### src/rtl/core/idl_pkg.sv
// Shared constants, types and codes of the interpolating delay line.
package idl_pkg;

  localparam int DEPTH     = 4096;
  localparam int ADDR_W    = $clog2(DEPTH);
  localparam int FRAC_BITS = 16;

  localparam int SMP_W = 16;
  localparam int DLY_W = 28;
  localparam int CFG_W = 12;
  localparam int H_W   = 16;

  // Interpolation datapath widths
  localparam int CB_W = SMP_W + 1;
  localparam int P_W  = SMP_W + 4;
  localparam int Q_W  = SMP_W + 2;
  localparam int IN_W = P_W + H_W + 1;
  localparam int HC_W = H_W + 2;
  localparam int S_W  = IN_W + HC_W - 1;
  localparam int SS_W = S_W - H_W;
  localparam int U_W  = SS_W + H_W + 2;
  localparam int R_W  = U_W - 33 + 1;

  localparam int SH_DN = (FRAC_BITS >= H_W) ? FRAC_BITS - H_W : 0;
  localparam int SH_UP = (FRAC_BITS < H_W) ? H_W - FRAC_BITS : 0;

  localparam logic [DLY_W-1:0] DLY_LO = DLY_W'((longint'(1) << FRAC_BITS) + 1);
  localparam logic [DLY_W-1:0] DLY_HI = DLY_W'(longint'(DEPTH - 3) << FRAC_BITS);

  localparam logic signed [U_W-1:0]  ROUND_HALF = U_W'(64'sh1_0000_0000);
  localparam logic signed [HC_W-1:0] H_ONE      = HC_W'(64'sd65536);
  localparam logic signed [R_W-1:0]  SAT_MAX    = R_W'(64'sd32767);
  localparam logic signed [R_W-1:0]  SAT_MIN    = R_W'(-64'sd32768);

  typedef enum logic [2:0] {
    S_IDLE,
    S_RD_FIX,
    S_RD_B,
    S_RD_C,
    S_RD_A,
    S_RD_D,
    S_LAST
  } seq_state_t;

  typedef struct packed {
    logic              we;
    logic              re;
    logic [ADDR_W-1:0] addr;
    logic [SMP_W-1:0]  wdata;
  } store_req_t;

  typedef struct packed {
    logic signed [SMP_W-1:0] fix;
    logic signed [SMP_W-1:0] a;
    logic signed [SMP_W-1:0] b;
    logic signed [SMP_W-1:0] c;
    logic signed [SMP_W-1:0] d;
    logic [H_W-1:0]          h;
  } taps_t;

endpackage

### src/rtl/core/idl_seq.sv
// Sequencer: writes each item, then reads the fixed tap and four neighbors.
module idl_seq import idl_pkg::*; (
  input  logic                    clk,
  input  logic                    rst,
  input  logic                    cfg_we,
  input  logic [CFG_W-1:0]        cfg_data,
  input  logic                    in_valid,
  output logic                    in_ready,
  input  logic signed [SMP_W-1:0] sample_in,
  input  logic [DLY_W-1:0]        delay_in,
  output store_req_t              req,
  input  logic signed [SMP_W-1:0] rdata,
  input  logic                    busy,
  output logic                    launch,
  output taps_t                   taps
);

  seq_state_t state, state_next;

  logic [CFG_W-1:0]        fixed_delay;
  logic [ADDR_W-1:0]       cur;
  logic [ADDR_W-1:0]       base;
  logic [ADDR_W-1:0]       ip;
  logic [H_W-1:0]          h;
  logic signed [SMP_W-1:0] fix_s, a_s, b_s, c_s;

  logic                    accept;
  logic [DLY_W-1:0]        dly;
  logic [FRAC_BITS-1:0]    fr;
  logic [ADDR_W-1:0]       fd;
  logic [ADDR_W-1:0]       rd_addr;
  logic                    rd_en;

  assign accept = in_valid && in_ready;

  // Clamp the variable delay and split it into whole and fractional parts
  always_comb begin
    if (delay_in < DLY_LO) begin
      dly = DLY_LO;
    end else if (delay_in > DLY_HI) begin
      dly = DLY_HI;
    end else begin
      dly = delay_in;
    end
    fr = dly[FRAC_BITS-1:0];
  end

  always_comb begin
    if (32'(fixed_delay) > 32'(DEPTH - 1)) begin
      fd = ADDR_W'(DEPTH - 1);
    end else begin
      fd = ADDR_W'(fixed_delay);
    end
  end

  always_comb begin
    state_next = state;
    unique case (state)
      S_IDLE:   if (accept) state_next = S_RD_FIX;
      S_RD_FIX: state_next = S_RD_B;
      S_RD_B:   state_next = S_RD_C;
      S_RD_C:   state_next = S_RD_A;
      S_RD_A:   state_next = S_RD_D;
      S_RD_D:   state_next = S_LAST;
      S_LAST: begin
        if (!busy) begin
          state_next = accept ? S_RD_FIX : S_IDLE;
        end
      end
      default:  state_next = S_IDLE;
    endcase
  end

  always_comb begin
    in_ready = 1'b0;
    launch   = 1'b0;
    rd_en    = 1'b0;
    rd_addr  = base;
    unique case (state)
      S_IDLE:   in_ready = 1'b1;
      S_RD_FIX: begin
        rd_en   = 1'b1;
        rd_addr = base - fd;
      end
      S_RD_B: begin
        rd_en   = 1'b1;
        rd_addr = base - ip;
      end
      S_RD_C: begin
        rd_en   = 1'b1;
        rd_addr = base - (ip + 1'b1);
      end
      S_RD_A: begin
        rd_en   = 1'b1;
        rd_addr = base - (ip - 1'b1);
      end
      S_RD_D: begin
        rd_en   = 1'b1;
        rd_addr = base - (ip + 2'd2);
      end
      S_LAST: begin
        launch   = !busy;
        in_ready = !busy;
      end
      default: ;
    endcase
  end

  assign req.re    = rd_en;
  assign req.we    = accept;
  assign req.addr  = accept ? cur : rd_addr;
  assign req.wdata = sample_in;

  // The d neighbor arrives in the last state; the store holds it while stalled
  assign taps.fix = fix_s;
  assign taps.a   = a_s;
  assign taps.b   = b_s;
  assign taps.c   = c_s;
  assign taps.d   = rdata;
  assign taps.h   = h;

  always_ff @(posedge clk) begin
    if (rst) begin
      state       <= S_IDLE;
      cur         <= '0;
      fixed_delay <= '0;
    end else begin
      state <= state_next;
      if (cfg_we) begin
        fixed_delay <= cfg_data;
      end
      if (accept) begin
        cur <= cur + 1'b1;
      end
    end
  end

  always_ff @(posedge clk) begin
    if (accept) begin
      base <= cur;
      ip   <= dly[FRAC_BITS +: ADDR_W];
      h    <= H_W'((32'(fr) >> SH_DN) << SH_UP);
    end
    case (state)
      S_RD_B: fix_s <= rdata;
      S_RD_C: b_s   <= rdata;
      S_RD_A: c_s   <= rdata;
      S_RD_D: a_s   <= rdata;
      default: ;
    endcase
  end

endmodule

### config.mk
export PLATFORM = sky130hd
export DESIGN_NAME = idl_seq
export DESIGN_NICKNAME = d
export VERILOG_FILES = /design/src/rtl/core/idl_pkg.sv /design/src/rtl/core/idl_seq.sv
export SDC_FILE = /design/constraint.sdc
export NUM_CORES = 1
export LEC_CHECK = 0
export ABC_AREA = 1
export BUFFER_PORTS_ARGS = -buffer_cell sky130_fd_sc_hd__buf_2
export CAP_MARGIN = 20
export CORE_ASPECT_RATIO = 0.8
export CORE_MARGIN = 8
export CORE_UTILIZATION = 59
export DETAILED_ROUTE_END_ITERATION = 7
export GPL_TIMING_DRIVEN = 0
export HOLD_SLACK_MARGIN = 0.03
export PLACE_DENSITY = 0.9
export SLEW_MARGIN = 20
export SYNTH_ARGS = -nofsm -noshare
export SYNTH_HDL_FRONTEND = slang
export SYNTH_SLANG_ARGS = --single-unit
### constraint.sdc
create_clock -name clk -period 6.7 [get_ports clk]
set_input_delay 1.005 -clock clk [delete_from_list [all_inputs] [get_ports clk]]
set_output_delay 1.005 -clock clk [all_outputs]
set_load 0.1 [all_outputs]
==> impl_results.md <==
- Status: finished with violations
- Failing checks: DRC
- Die area: 18000 sq um
- Hold-critical path depth: 0
- Largest net degree at the start of global routing: 51
- Synth Flop Type: edfxtp_1
- Vias in the first global route: 7065
- Syn_area_per_cell: 8.26 sq um
- Row cnt: 38
- DR WL/cell: 17.6 um
- Most frequent cell on the critical path: nand2_1
- Flops & latches, synth: 131
- Sinks on Clock Net: 131
- R2R depth: 4
- Worst Setup EP: req[27]
- Fin Setup TNS: 0 ps
- Mapped Area: 8210 sq um
- Root Driver: clkbuf_16
- Worst path cell trace: nor2_1, nand2_1, clkinv_1, clkbuf_2, o21ai_0, ha_1, nand2_1, nand3_1, nand2_1, nand3_1, nand2_1, nand2_1, nor2_1, nor2_1, nand2_1, nand2_1, nand2_1, buf_2
- First-pass GRT wire length: 37200 um
- Slew at the pin closest to its max-slew limit: 912 ps
- Initial antenna violation count: 0
- Clock skew: 9.48 ps
- Die span in y: 122 um
- FF-to-FF setup slack: 4590 ps
- CP top delay family: buffers and inverters
- Crit end category: output port
- Routed Antenna Nets: 0
- Post_cts resized: 0
- Count of final max-slew check failures: 0
- RSZ-0062 raised after global routing: no
- Finished Layout Cells: 1394
- Critical path depth: 18
- Seq/Total Area, Yosys: 0.446
- IO Count: 205
- Vias per inst: 5.46
- Total grt overflow: 0
- Via count: 7614
- Post-Syn Nets: 1137
- Reg-to-reg critical path endpoint: fix_s[10]
- Achievable Freq: 186 MHz
- Synth-to-layout area growth: 21.9%
- GRT Total Usage: 0.268
- Max-cap viol count: 0
- Post-CTS Hold Buffers: 0
- Worst Path Required: 5690 ps
- DR iter-0 viols: 829
- Maximum clock path buffer count: 2
- Worst Path Buf+Inv: 3
- H-tree level count: 4
- # diodes: 0
- Reg area: 3660 sq um
- Gpl congestion: 0.939
- Initial Utilization: 0.604
- # fillers: 1041
- LEAKAGE: 4.84 nW
- Number of placed cells counting well taps: 1362
- Drt pass-1 iters: 8
- Port Buf Inserts: 187
- Layout cell share with drive strength beyond 1: 0.230
- Number of synthesized flops with an enable pin: 104
- DIE WIDTH: 148 um
- PnR Total Power: 3.30 mW
- Asr flop ratio synth: 0
- Fin nets: 1344
- Detailed placement HPWL: 18800 um
- Critical path startpoint: state[2]
- Number of buffers created by CTS: 17
- Mapped Cells: 994
- CP max FO: 25
- Final Setup Violations: 0
- Normalized max-slew margin: 0.392
- Final wirelength: 24500 um
- Placed instance area: 9400 sq um
- Startpoint Class: flop
- Number of synthesis warnings: 0
- Fin. Hold Viols: 0
- Post-route cell area: 10000 sq um
- Power Density: 329 nW/um^2
- Worst Hold Class: reg2reg
- CTS tree: built
- Max VDD drop: 338 uV
- Post-CTS Setup Repair Bufs: 0
- Clock transition at path regs: 60 ps
- Minimum clock period: 5380 ps
- Crit path kind: reg2out
- Period utilization: 0.803
- Worst path max stage delay: 540 ps
- Reg2reg start: state[2]
- Core area: 13600 sq um
- DR DRC count: 1
- Slowest CP cell: clkbuf_2
- Area of the multi-input gates: 3560 sq um
- Arrival time of the worst setup path: 4380 ps
- Cell variety after synth: 48
- Worst skew pair latency: 430 ps
worst min path at each step:
| stage | from | endpoint | slack [ps] |
|---|---|---|---|
| after CTS | cur[4] | base[4] | 480 |
| after detailed placement | cur[4] | base[4] | 460 |
| after global placement | cur[4] | base[4] | 450 |
| final | cur[4] | base[4] | 480 |
| after global routing | cur[4] | base[4] | 490 |
| after floorplan | cur[10] | base[10] | 430 |
cells in the final DEF, fill, tap and decap left out, types with 4 or more instances in the layout:
cell type / n
o21ai_0: 54
nand4_1: 16
edfxtp_1: 104
o31ai_1: 4
clkbuf_16: 17
buf_2: 190
ha_1: 54
nor2_1: 102
nor3_1: 7
nand3b_1: 4
a31oi_1: 4
buf_4: 35
fa_1: 12
clkbuf_1: 15
bufinv_16: 4
nand2_1: 230
a21oi_1: 46
inv_1: 161
nand3_1: 70
dfxtp_1: 27
per-layer routing:
layer | routed length, um | up-vias | GRT usage | part of all wire
met4 | 504 | 0 | 0.0725 | 0.021
met5 | 0 | - | 0 | 0
met2 | 11100 | 491 | 0.432 | 0.45
met1 | 9750 | 3454 | 0.344 | 0.40
met3 | 3210 | 48 | 0.0860 | 0.13
li1 | - | 3621 | - | -
synth_stat cells, drive strengths merged, types with 3 or more instances:
master / number / area (sq um)
nand2: 234 / 898
a21oi: 47 / 239
nand4: 17 / 121
edfxtp: 104 / 3120
nand3: 71 / 360
nand3b: 4 / 30.0
nor3: 8 / 45.0
inv: 165 / 627
o21bai: 3 / 22.5
dfxtp: 27 / 541
o31ai: 4 / 30.0
a31oi: 4 / 25.0
nor4: 3 / 18.8
o21ai: 57 / 297
ha: 54 / 676
clkbuf: 14 / 52.6
fa: 12 / 240
nor2: 105 / 407
buf: 41 / 308
or2: 3 / 18.8
cells by family after synthesis:
| logic type | Yosys count | share of synthesized area |
|---|---|---|
| flip-flops | 131 | 0.446 |
| buffers and inverters | 222 | 0.121 |
| XOR/XNOR | 4 | 0.00427 |
| AO/OA/AOI/OAI | 124 | 0.0842 |
| AND/OR/NAND/NOR | 447 | 0.233 |
| adder cells (fa/ha/maj) | 66 | 0.112 |
state kept, by name, indices dropped and copies added, names as in the netlist:
register  flops
b_s          16
cur          12
a_s          16
ip           12
base         12
state         3
c_s          16
fd           12
fix_s        16
h            16
final cells by class:
cell class | count | share of cell area
inverter | 167 | 0.0635
sequential | 131 | 0.366
clock buffer | 19 | 0.0432
clock inverter | 13 | 0.0182
buffer | 55 | 0.0361
tap | 180 | 0.0225
timing repair buffer | 188 | 0.0954
multi-input combinational | 641 | 0.355
stage by stage:
step | worst slack, ps | hold WS, ps | utilization
finish | 1320 | 481 | 0.737
global route | 1010 | 486 | 0.737
CTS | 1420 | 479 | 0.737
detailed placement | 1900 | 464 | 0.691
global placement | 1560 | 449 | 0.689
floorplan | 1560 | 430 | -
power by group:
part	internal [mW]	switching, mW	total (mW)
Sequential	0.942	0.0367	0.979
Combinational	0.309	1.03	1.34
Clock	0.621	0.352	0.973
Total	1.87	1.42	3.30
No activity file was read; power rests on OpenSTA's default activity.
