[src/rtl/core/idl_pkg.sv]
// Shared constants, types and codes of the interpolating delay line.
package idl_pkg;

  localparam int DEPTH     = 4096;
  localparam int ADDR_W    = $clog2(DEPTH);
  localparam int FRAC_BITS = 16;

  localparam int SMP_W = 16;
  localparam int DLY_W = 28;
  localparam int CFG_W = 12;
  localparam int H_W   = 16;

  // Interpolation datapath widths
  localparam int CB_W = SMP_W + 1;
  localparam int P_W  = SMP_W + 4;
  localparam int Q_W  = SMP_W + 2;
  localparam int IN_W = P_W + H_W + 1;
  localparam int HC_W = H_W + 2;
  localparam int S_W  = IN_W + HC_W - 1;
  localparam int SS_W = S_W - H_W;
  localparam int U_W  = SS_W + H_W + 2;
  localparam int R_W  = U_W - 33 + 1;

  localparam int SH_DN = (FRAC_BITS >= H_W) ? FRAC_BITS - H_W : 0;
  localparam int SH_UP = (FRAC_BITS < H_W) ? H_W - FRAC_BITS : 0;

  localparam logic [DLY_W-1:0] DLY_LO = DLY_W'((longint'(1) << FRAC_BITS) + 1);
  localparam logic [DLY_W-1:0] DLY_HI = DLY_W'(longint'(DEPTH - 3) << FRAC_BITS);

  localparam logic signed [U_W-1:0]  ROUND_HALF = U_W'(64'sh1_0000_0000);
  localparam logic signed [HC_W-1:0] H_ONE      = HC_W'(64'sd65536);
  localparam logic signed [R_W-1:0]  SAT_MAX    = R_W'(64'sd32767);
  localparam logic signed [R_W-1:0]  SAT_MIN    = R_W'(-64'sd32768);

  typedef enum logic [2:0] {
    S_IDLE,
    S_RD_FIX,
    S_RD_B,
    S_RD_C,
    S_RD_A,
    S_RD_D,
    S_LAST
  } seq_state_t;

  typedef struct packed {
    logic              we;
    logic              re;
    logic [ADDR_W-1:0] addr;
    logic [SMP_W-1:0]  wdata;
  } store_req_t;

  typedef struct packed {
    logic signed [SMP_W-1:0] fix;
    logic signed [SMP_W-1:0] a;
    logic signed [SMP_W-1:0] b;
    logic signed [SMP_W-1:0] c;
    logic signed [SMP_W-1:0] d;
    logic [H_W-1:0]          h;
  } taps_t;

endpackage

[src/rtl/core/idl_interp.sv]
// Four-point interpolation datapath with rounding, saturation and the output register.
module idl_interp import idl_pkg::*; (
  input  logic                    clk,
  input  logic                    rst,
  input  logic                    launch,
  input  taps_t                   taps,
  output logic                    busy,
  output logic                    out_valid,
  input  logic                    out_ready,
  output logic signed [SMP_W-1:0] fixed_tap,
  output logic signed [SMP_W-1:0] interp_tap
);

  logic v1, v2, v3, v4;

  logic signed [CB_W-1:0]  cb0, cb1, cb2;
  logic signed [P_W-1:0]   p0, p1;
  logic signed [Q_W-1:0]   q0, q1;
  logic signed [SMP_W-1:0] b1, b2, b3, b4;
  logic signed [SMP_W-1:0] f1, f2, f3, f4;
  logic [H_W-1:0]          h1, h2, h3;
  logic signed [IN_W-1:0]  inner0, inner2;
  logic signed [HC_W-1:0]  hc;
  logic signed [S_W-1:0]   s0;
  logic signed [SS_W-1:0]  ss3;
  logic signed [U_W-1:0]   u0, u4;
  logic signed [R_W-1:0]   r0;

  assign busy = v1 || v2 || v3 || v4 || out_valid;

  // Difference terms of the polynomial
  always_comb begin
    cb0 = CB_W'(taps.c) - CB_W'(taps.b);
    p0  = P_W'(taps.a) - P_W'(taps.d) + P_W'(cb0) + P_W'(cb0) + P_W'(cb0);
    q0  = Q_W'(taps.b) - Q_W'(taps.a) - Q_W'(cb0);
  end

  always_comb begin
    inner0 = (IN_W'(p1) * IN_W'(signed'({1'b0, h1}))) + (IN_W'(q1) <<< 16);
    hc     = H_ONE - signed'(HC_W'({2'b00, h2}));
    s0     = (S_W'(cb2) <<< 33) + (S_W'(inner2) * S_W'(hc));
    u0     = U_W'(ss3) * U_W'(signed'({1'b0, h3}));
    r0     = R_W'(b4) + R_W'((u4 + ROUND_HALF) >>> 33);
  end

  always_ff @(posedge clk) begin
    if (rst) begin
      v1        <= 1'b0;
      v2        <= 1'b0;
      v3        <= 1'b0;
      v4        <= 1'b0;
      out_valid <= 1'b0;
    end else begin
      v1 <= launch;
      v2 <= v1;
      v3 <= v2;
      v4 <= v3;
      // A launch waits for an empty unit, so the output register is free here
      if (v4) begin
        out_valid <= 1'b1;
      end else if (out_ready) begin
        out_valid <= 1'b0;
      end
    end
  end

  always_ff @(posedge clk) begin
    if (launch) begin
      p1  <= p0;
      q1  <= q0;
      cb1 <= cb0;
      b1  <= taps.b;
      f1  <= taps.fix;
      h1  <= taps.h;
    end
    if (v1) begin
      inner2 <= inner0;
      cb2    <= cb1;
      b2     <= b1;
      f2     <= f1;
      h2     <= h1;
    end
    if (v2) begin
      ss3 <= SS_W'(s0 >>> 16);
      b3  <= b2;
      f3  <= f2;
      h3  <= h2;
    end
    if (v3) begin
      u4 <= u0;
      b4 <= b3;
      f4 <= f3;
    end
    if (v4) begin
      fixed_tap <= f4;
      if (r0 > SAT_MAX) begin
        interp_tap <= SMP_W'(SAT_MAX);
      end else if (r0 < SAT_MIN) begin
        interp_tap <= SMP_W'(SAT_MIN);
      end else begin
        interp_tap <= SMP_W'(r0);
      end
    end
  end

endmodule

[config.mk]
export PLATFORM = sky130hd
export DESIGN_NAME = idl_interp
export DESIGN_NICKNAME = d
export VERILOG_FILES = /design/src/rtl/core/idl_pkg.sv /design/src/rtl/core/idl_interp.sv
export SDC_FILE = /design/constraint.sdc
export NUM_CORES = 2
export LEC_CHECK = 0
export BUFFER_PORTS_ARGS = -buffer_cell sky130_fd_sc_hd__buf_2
export CAP_MARGIN = 20
export CORE_ASPECT_RATIO = 1.1
export CORE_UTILIZATION = 50
export DETAILED_ROUTE_END_ITERATION = 6
export PLACE_DENSITY = 0.69
export SLEW_MARGIN = 20
export SYNTH_ARGS = -nofsm -noshare
export SYNTH_HDL_FRONTEND = slang
export SYNTH_SLANG_ARGS = --single-unit
[constraint.sdc]
create_clock -name clk -period 9 [get_ports clk]
set_input_delay 0.9 -clock clk [delete_from_list [all_inputs] [get_ports clk]]
set_output_delay 0.9 -clock clk [all_outputs]
set_load 0.05 [all_outputs]
==> load_flow_metrics.sql <==
INSERT INTO impl_metrics (metric_group, metric, value, unit) VALUES
('sta', 'worst_pin_slew', '1.05', 'ns'),
('worst_hold_path', 'min-delay-path-class', 'reg -> reg', ''),
('cts', 'clock_latency', '0.62', 'ns'),
('worst_setup_path', 'crit_path_max_incr_delay', '0.57', 'ns'),
('die', 'floorplan.io_pins', '134', ''),
('global_route', 'grt_remaining_overflow', '0', ''),
('placed_design', 'finalWeightedCongestion', '0.931', ''),
('routing', 'avgRoutedWirePerCell', '18.7', 'um'),
('cells_and_area', 'area_growth', '5.87', '%'),
('die', 'die_w', '361', 'um'),
('worst_setup_path', 'crit_start', 'h2[2]', ''),
('sta', 'setup_viols_final', '0', ''),
('worst_setup_path', 'crit_path_frequent_cell', 'sky130_fd_sc_hd__fa_1', ''),
('die', 'floorplan.initialDensity', '50.5', '%'),
('synthesis', 'netlist_top_cells_area', 'sky130_fd_sc_hd__fa_1 45%, sky130_fd_sc_hd__edfxtp_1 16%, sky130_fd_sc_hd__inv_1 9.8%', ''),
('routing', 'post-route-drc-count', '0', ''),
('synthesis', 'ys_top_cells_by_count', '1849 x sky130_fd_sc_hd__inv_1, 1578 x sky130_fd_sc_hd__fa_1, 1023 x sky130_fd_sc_hd__nand2_1', ''),
('worst_setup_path', 'timing.rr.end', 'ss3[32]', ''),
('synthesis', 'synth-seq-cells', '383', ''),
('routing', 'drt_iter0_markers', '2838', ''),
('sta', 'timing.final.crit_share', '95.7', '%'),
('worst_setup_path', 'worst_setup_sp_type', 'register', ''),
('global_route', 'antenna_found_initial', '6', ''),
('placed_design', 'io_buffer_count', '133', ''),
('synthesis', 'synth_cell_types', '70', ''),
('global_route', 'groute.layer.met3.usage', '3.22', '%'),
('cts', 'post_cts.repair.setup_buffers', '0', ''),
('die', 'core_region_area', '140000', 'sq um'),
('routing', 'drt-total-wl', '168', 'mm'),
('worst_setup_path', 'timing_worst_setup_path_type', 'reg -> reg', ''),
('routing', 'firstDrtPassIters', '6', ''),
('sta', 'max_transition_viols_final', '0', ''),
('global_route', 'grt.busiest_layer', 'met2', ''),
('placed_design', 'place_hpwl', '137', 'mm'),
('global_route', 'vias_in_the_first_global_route', '52075', ''),
('worst_setup_path', 'critical_path.reg2reg.startpoint', 'h2[2]', ''),
('sta', 'final.setup_skew', '0.0578', 'ns'),
('status', 'result_of_the_run', 'finished, final reports clean', ''),
('worst_hold_path', 'min_delay_path_depth', '0', ''),
('cts', 'tritoncts.num_buffers', '43', ''),
('cts', 'clock_path_buffers', '3', ''),
('worst_hold_path', 'timing.hold.worst_endpoint', 'fixed_tap[1]', ''),
('die', 'dieHeight', '396', 'um'),
('sta', 'setup-tns-final', '0', 'ns'),
('cells_and_area', 'finalNetCount', '9243', ''),
('synthesis', 'gate_count_of_the_mapped_netlist', '7111', ''),
('sta', 'finalWorstPathRequiredPeriod', '8.61', 'ns'),
('global_route', 'grt_use_total', '24.4', '%'),
('sta', 'slew_headroom', '29.4', '%'),
('cts', 'cts_htree_levels', '2', ''),
('synthesis', 'synth-main-ff-cell', 'sky130_fd_sc_hd__edfxtp_1', ''),
('worst_setup_path', 'critPathArrivalTime', '8.98', 'ns'),
('synthesis', 'yosysWarnings', '0', ''),
('cells_and_area', 'fraction_of_layout_instances_using_a_drive_strength_above_1', '4.37', '%'),
('worst_setup_path', 'crit_slowest_cell', 'sky130_fd_sc_hd__fa_1', ''),
('cells_and_area', 'multiInputGateArea', '51400', 'sq um'),
('synthesis', 'synth-seq-area-share', '16.2', '%'),
('synthesis', 'synth_edf_count', '378', ''),
('worst_setup_path', 'cp-end-kind', 'register', ''),
('global_route', 'met2_usage', '42.6', '%'),
('die', 'rows', '144', ''),
('global_route', 'grt_use_met1', '31.6', '%'),
('die', 'fp.dieArea', '143000', 'sq um'),
('global_route', 'grt_pass1_wl', '274', 'mm'),
('cts', 'worst_setup_hold_path_clk_slew', '0.07', 'ns'),
('cts', 'tritoncts', 'yes', ''),
('routing', 'detailroute.via_count', '46954', ''),
('cells_and_area', 'n_fill_cell', '12246', ''),
('sta', 'setup_repair_after_global_routing_missed_its_margin', 'false', ''),
('run', 'maxCapViolCount', '0', ''),
('worst_setup_path', 'worstPathMaxFanout', '36', '');
==> sequential cells by signal (all words and copies together), names as in the netlist, 17 cells and up <==
name and count:
ss3 38, q1 18, cb1 17, cb2 17
u4 23, inner2 37, p1 20
==> layer usage <==
layer  part of all wire (%)  vias to the layer above
met5                 0.0078                        -
met4                    3.1                        2
met3                    6.4                      301
met2                     50                     1442
met1                     40                    24307
li1                       -                    20902
==> layout by cell type (no fill, tap or decap), types with 43 or more instances in the layout <==
cell type and instances:
sky130_fd_sc_hd__inv_1 1849, sky130_fd_sc_hd__and2_1 596, sky130_fd_sc_hd__edfxtp_1 378, sky130_fd_sc_hd__clkbuf_16 43
sky130_fd_sc_hd__buf_2 132, sky130_fd_sc_hd__ha_1 465, sky130_fd_sc_hd__xor2_1 59, sky130_fd_sc_hd__a21oi_1 124
sky130_fd_sc_hd__xnor2_1 143, sky130_fd_sc_hd__buf_4 73, sky130_fd_sc_hd__a21o_1 78, sky130_fd_sc_hd__nor2_1 96
sky130_fd_sc_hd__fa_1 1578, sky130_fd_sc_hd__o21ai_0 66, sky130_fd_sc_hd__nand2_1 1023
==> cells by family (layout without fill, tap and decap cells) <==
kind of cell | Yosys count | after routing | synth area share, %
compound gates | 438 | 438 | 4.09
flops | 383 | 383 | 16.2
xor+xnor | 213 | 213 | 2.64
fa+ha+maj | 2043 | 2043 | 52.9
buf+inv | 2113 | 2136 | 11.2
other cells | 0 | 6 | 0
simple gates | 1921 | 1921 | 13.0
==> metrics by stage <==
stage | cell area (sq um) | cells | worst slack (ns) | hold WS (ns) | util (%)
floorplan | 70700 | 7111 | 1.20 | 0.400 | -
global placement | 73400 | 8880 | 0.456 | 0.400 | 52.3
detailed placement | 73400 | 8880 | 0.388 | 0.405 | 52.3
CTS | 74900 | 8959 | 0.344 | 0.402 | 53.4
global route | 74900 | 8962 | 0.0517 | 0.413 | 53.4
finish | 74900 | 8965 | 0.391 | 0.414 | 53.4
==> cell type report <==
class,count,share of cell area (%)
multi-input cells,4615,68.7
inverters,1849,9.27
repair buffers,208,1.67
well taps,1825,3.05
clock inverters,26,0.516
flip-flops and latches,383,15.3
diodes,6,0.0200
clock buffers,53,1.50
==> worst max-delay path: cells and delay by family, from the launching register on <==
family,cells,cell delay [ns]
adder cells (fa/ha/maj),7,3.19
AND/OR/NAND/NOR,7,1.99
AO/OA/AOI/OAI,9,1.93
buffers and inverters,4,0.50
flip-flops,1,0.48
XOR/XNOR,2,0.23
==> worst max path at each step <==
stage,endpoint,cells past startpoint
floorplan,ss3[28],31
global placement,ss3[32],29
detailed placement,ss3[32],29
CTS,ss3[32],29
global route,ss3[32],27
finish,ss3[32],29
==> what timing repair did <==
item                                    CTS  global route
hold buffers                              0             0
endpoints found under the setup margin    0             1
resized for setup                         0             2
hold endpoints to repair                  0             0
Power is left out: the tool's default activity adds up to more than one toggle a clock period on the data nets, which glitch-free logic cannot reach.
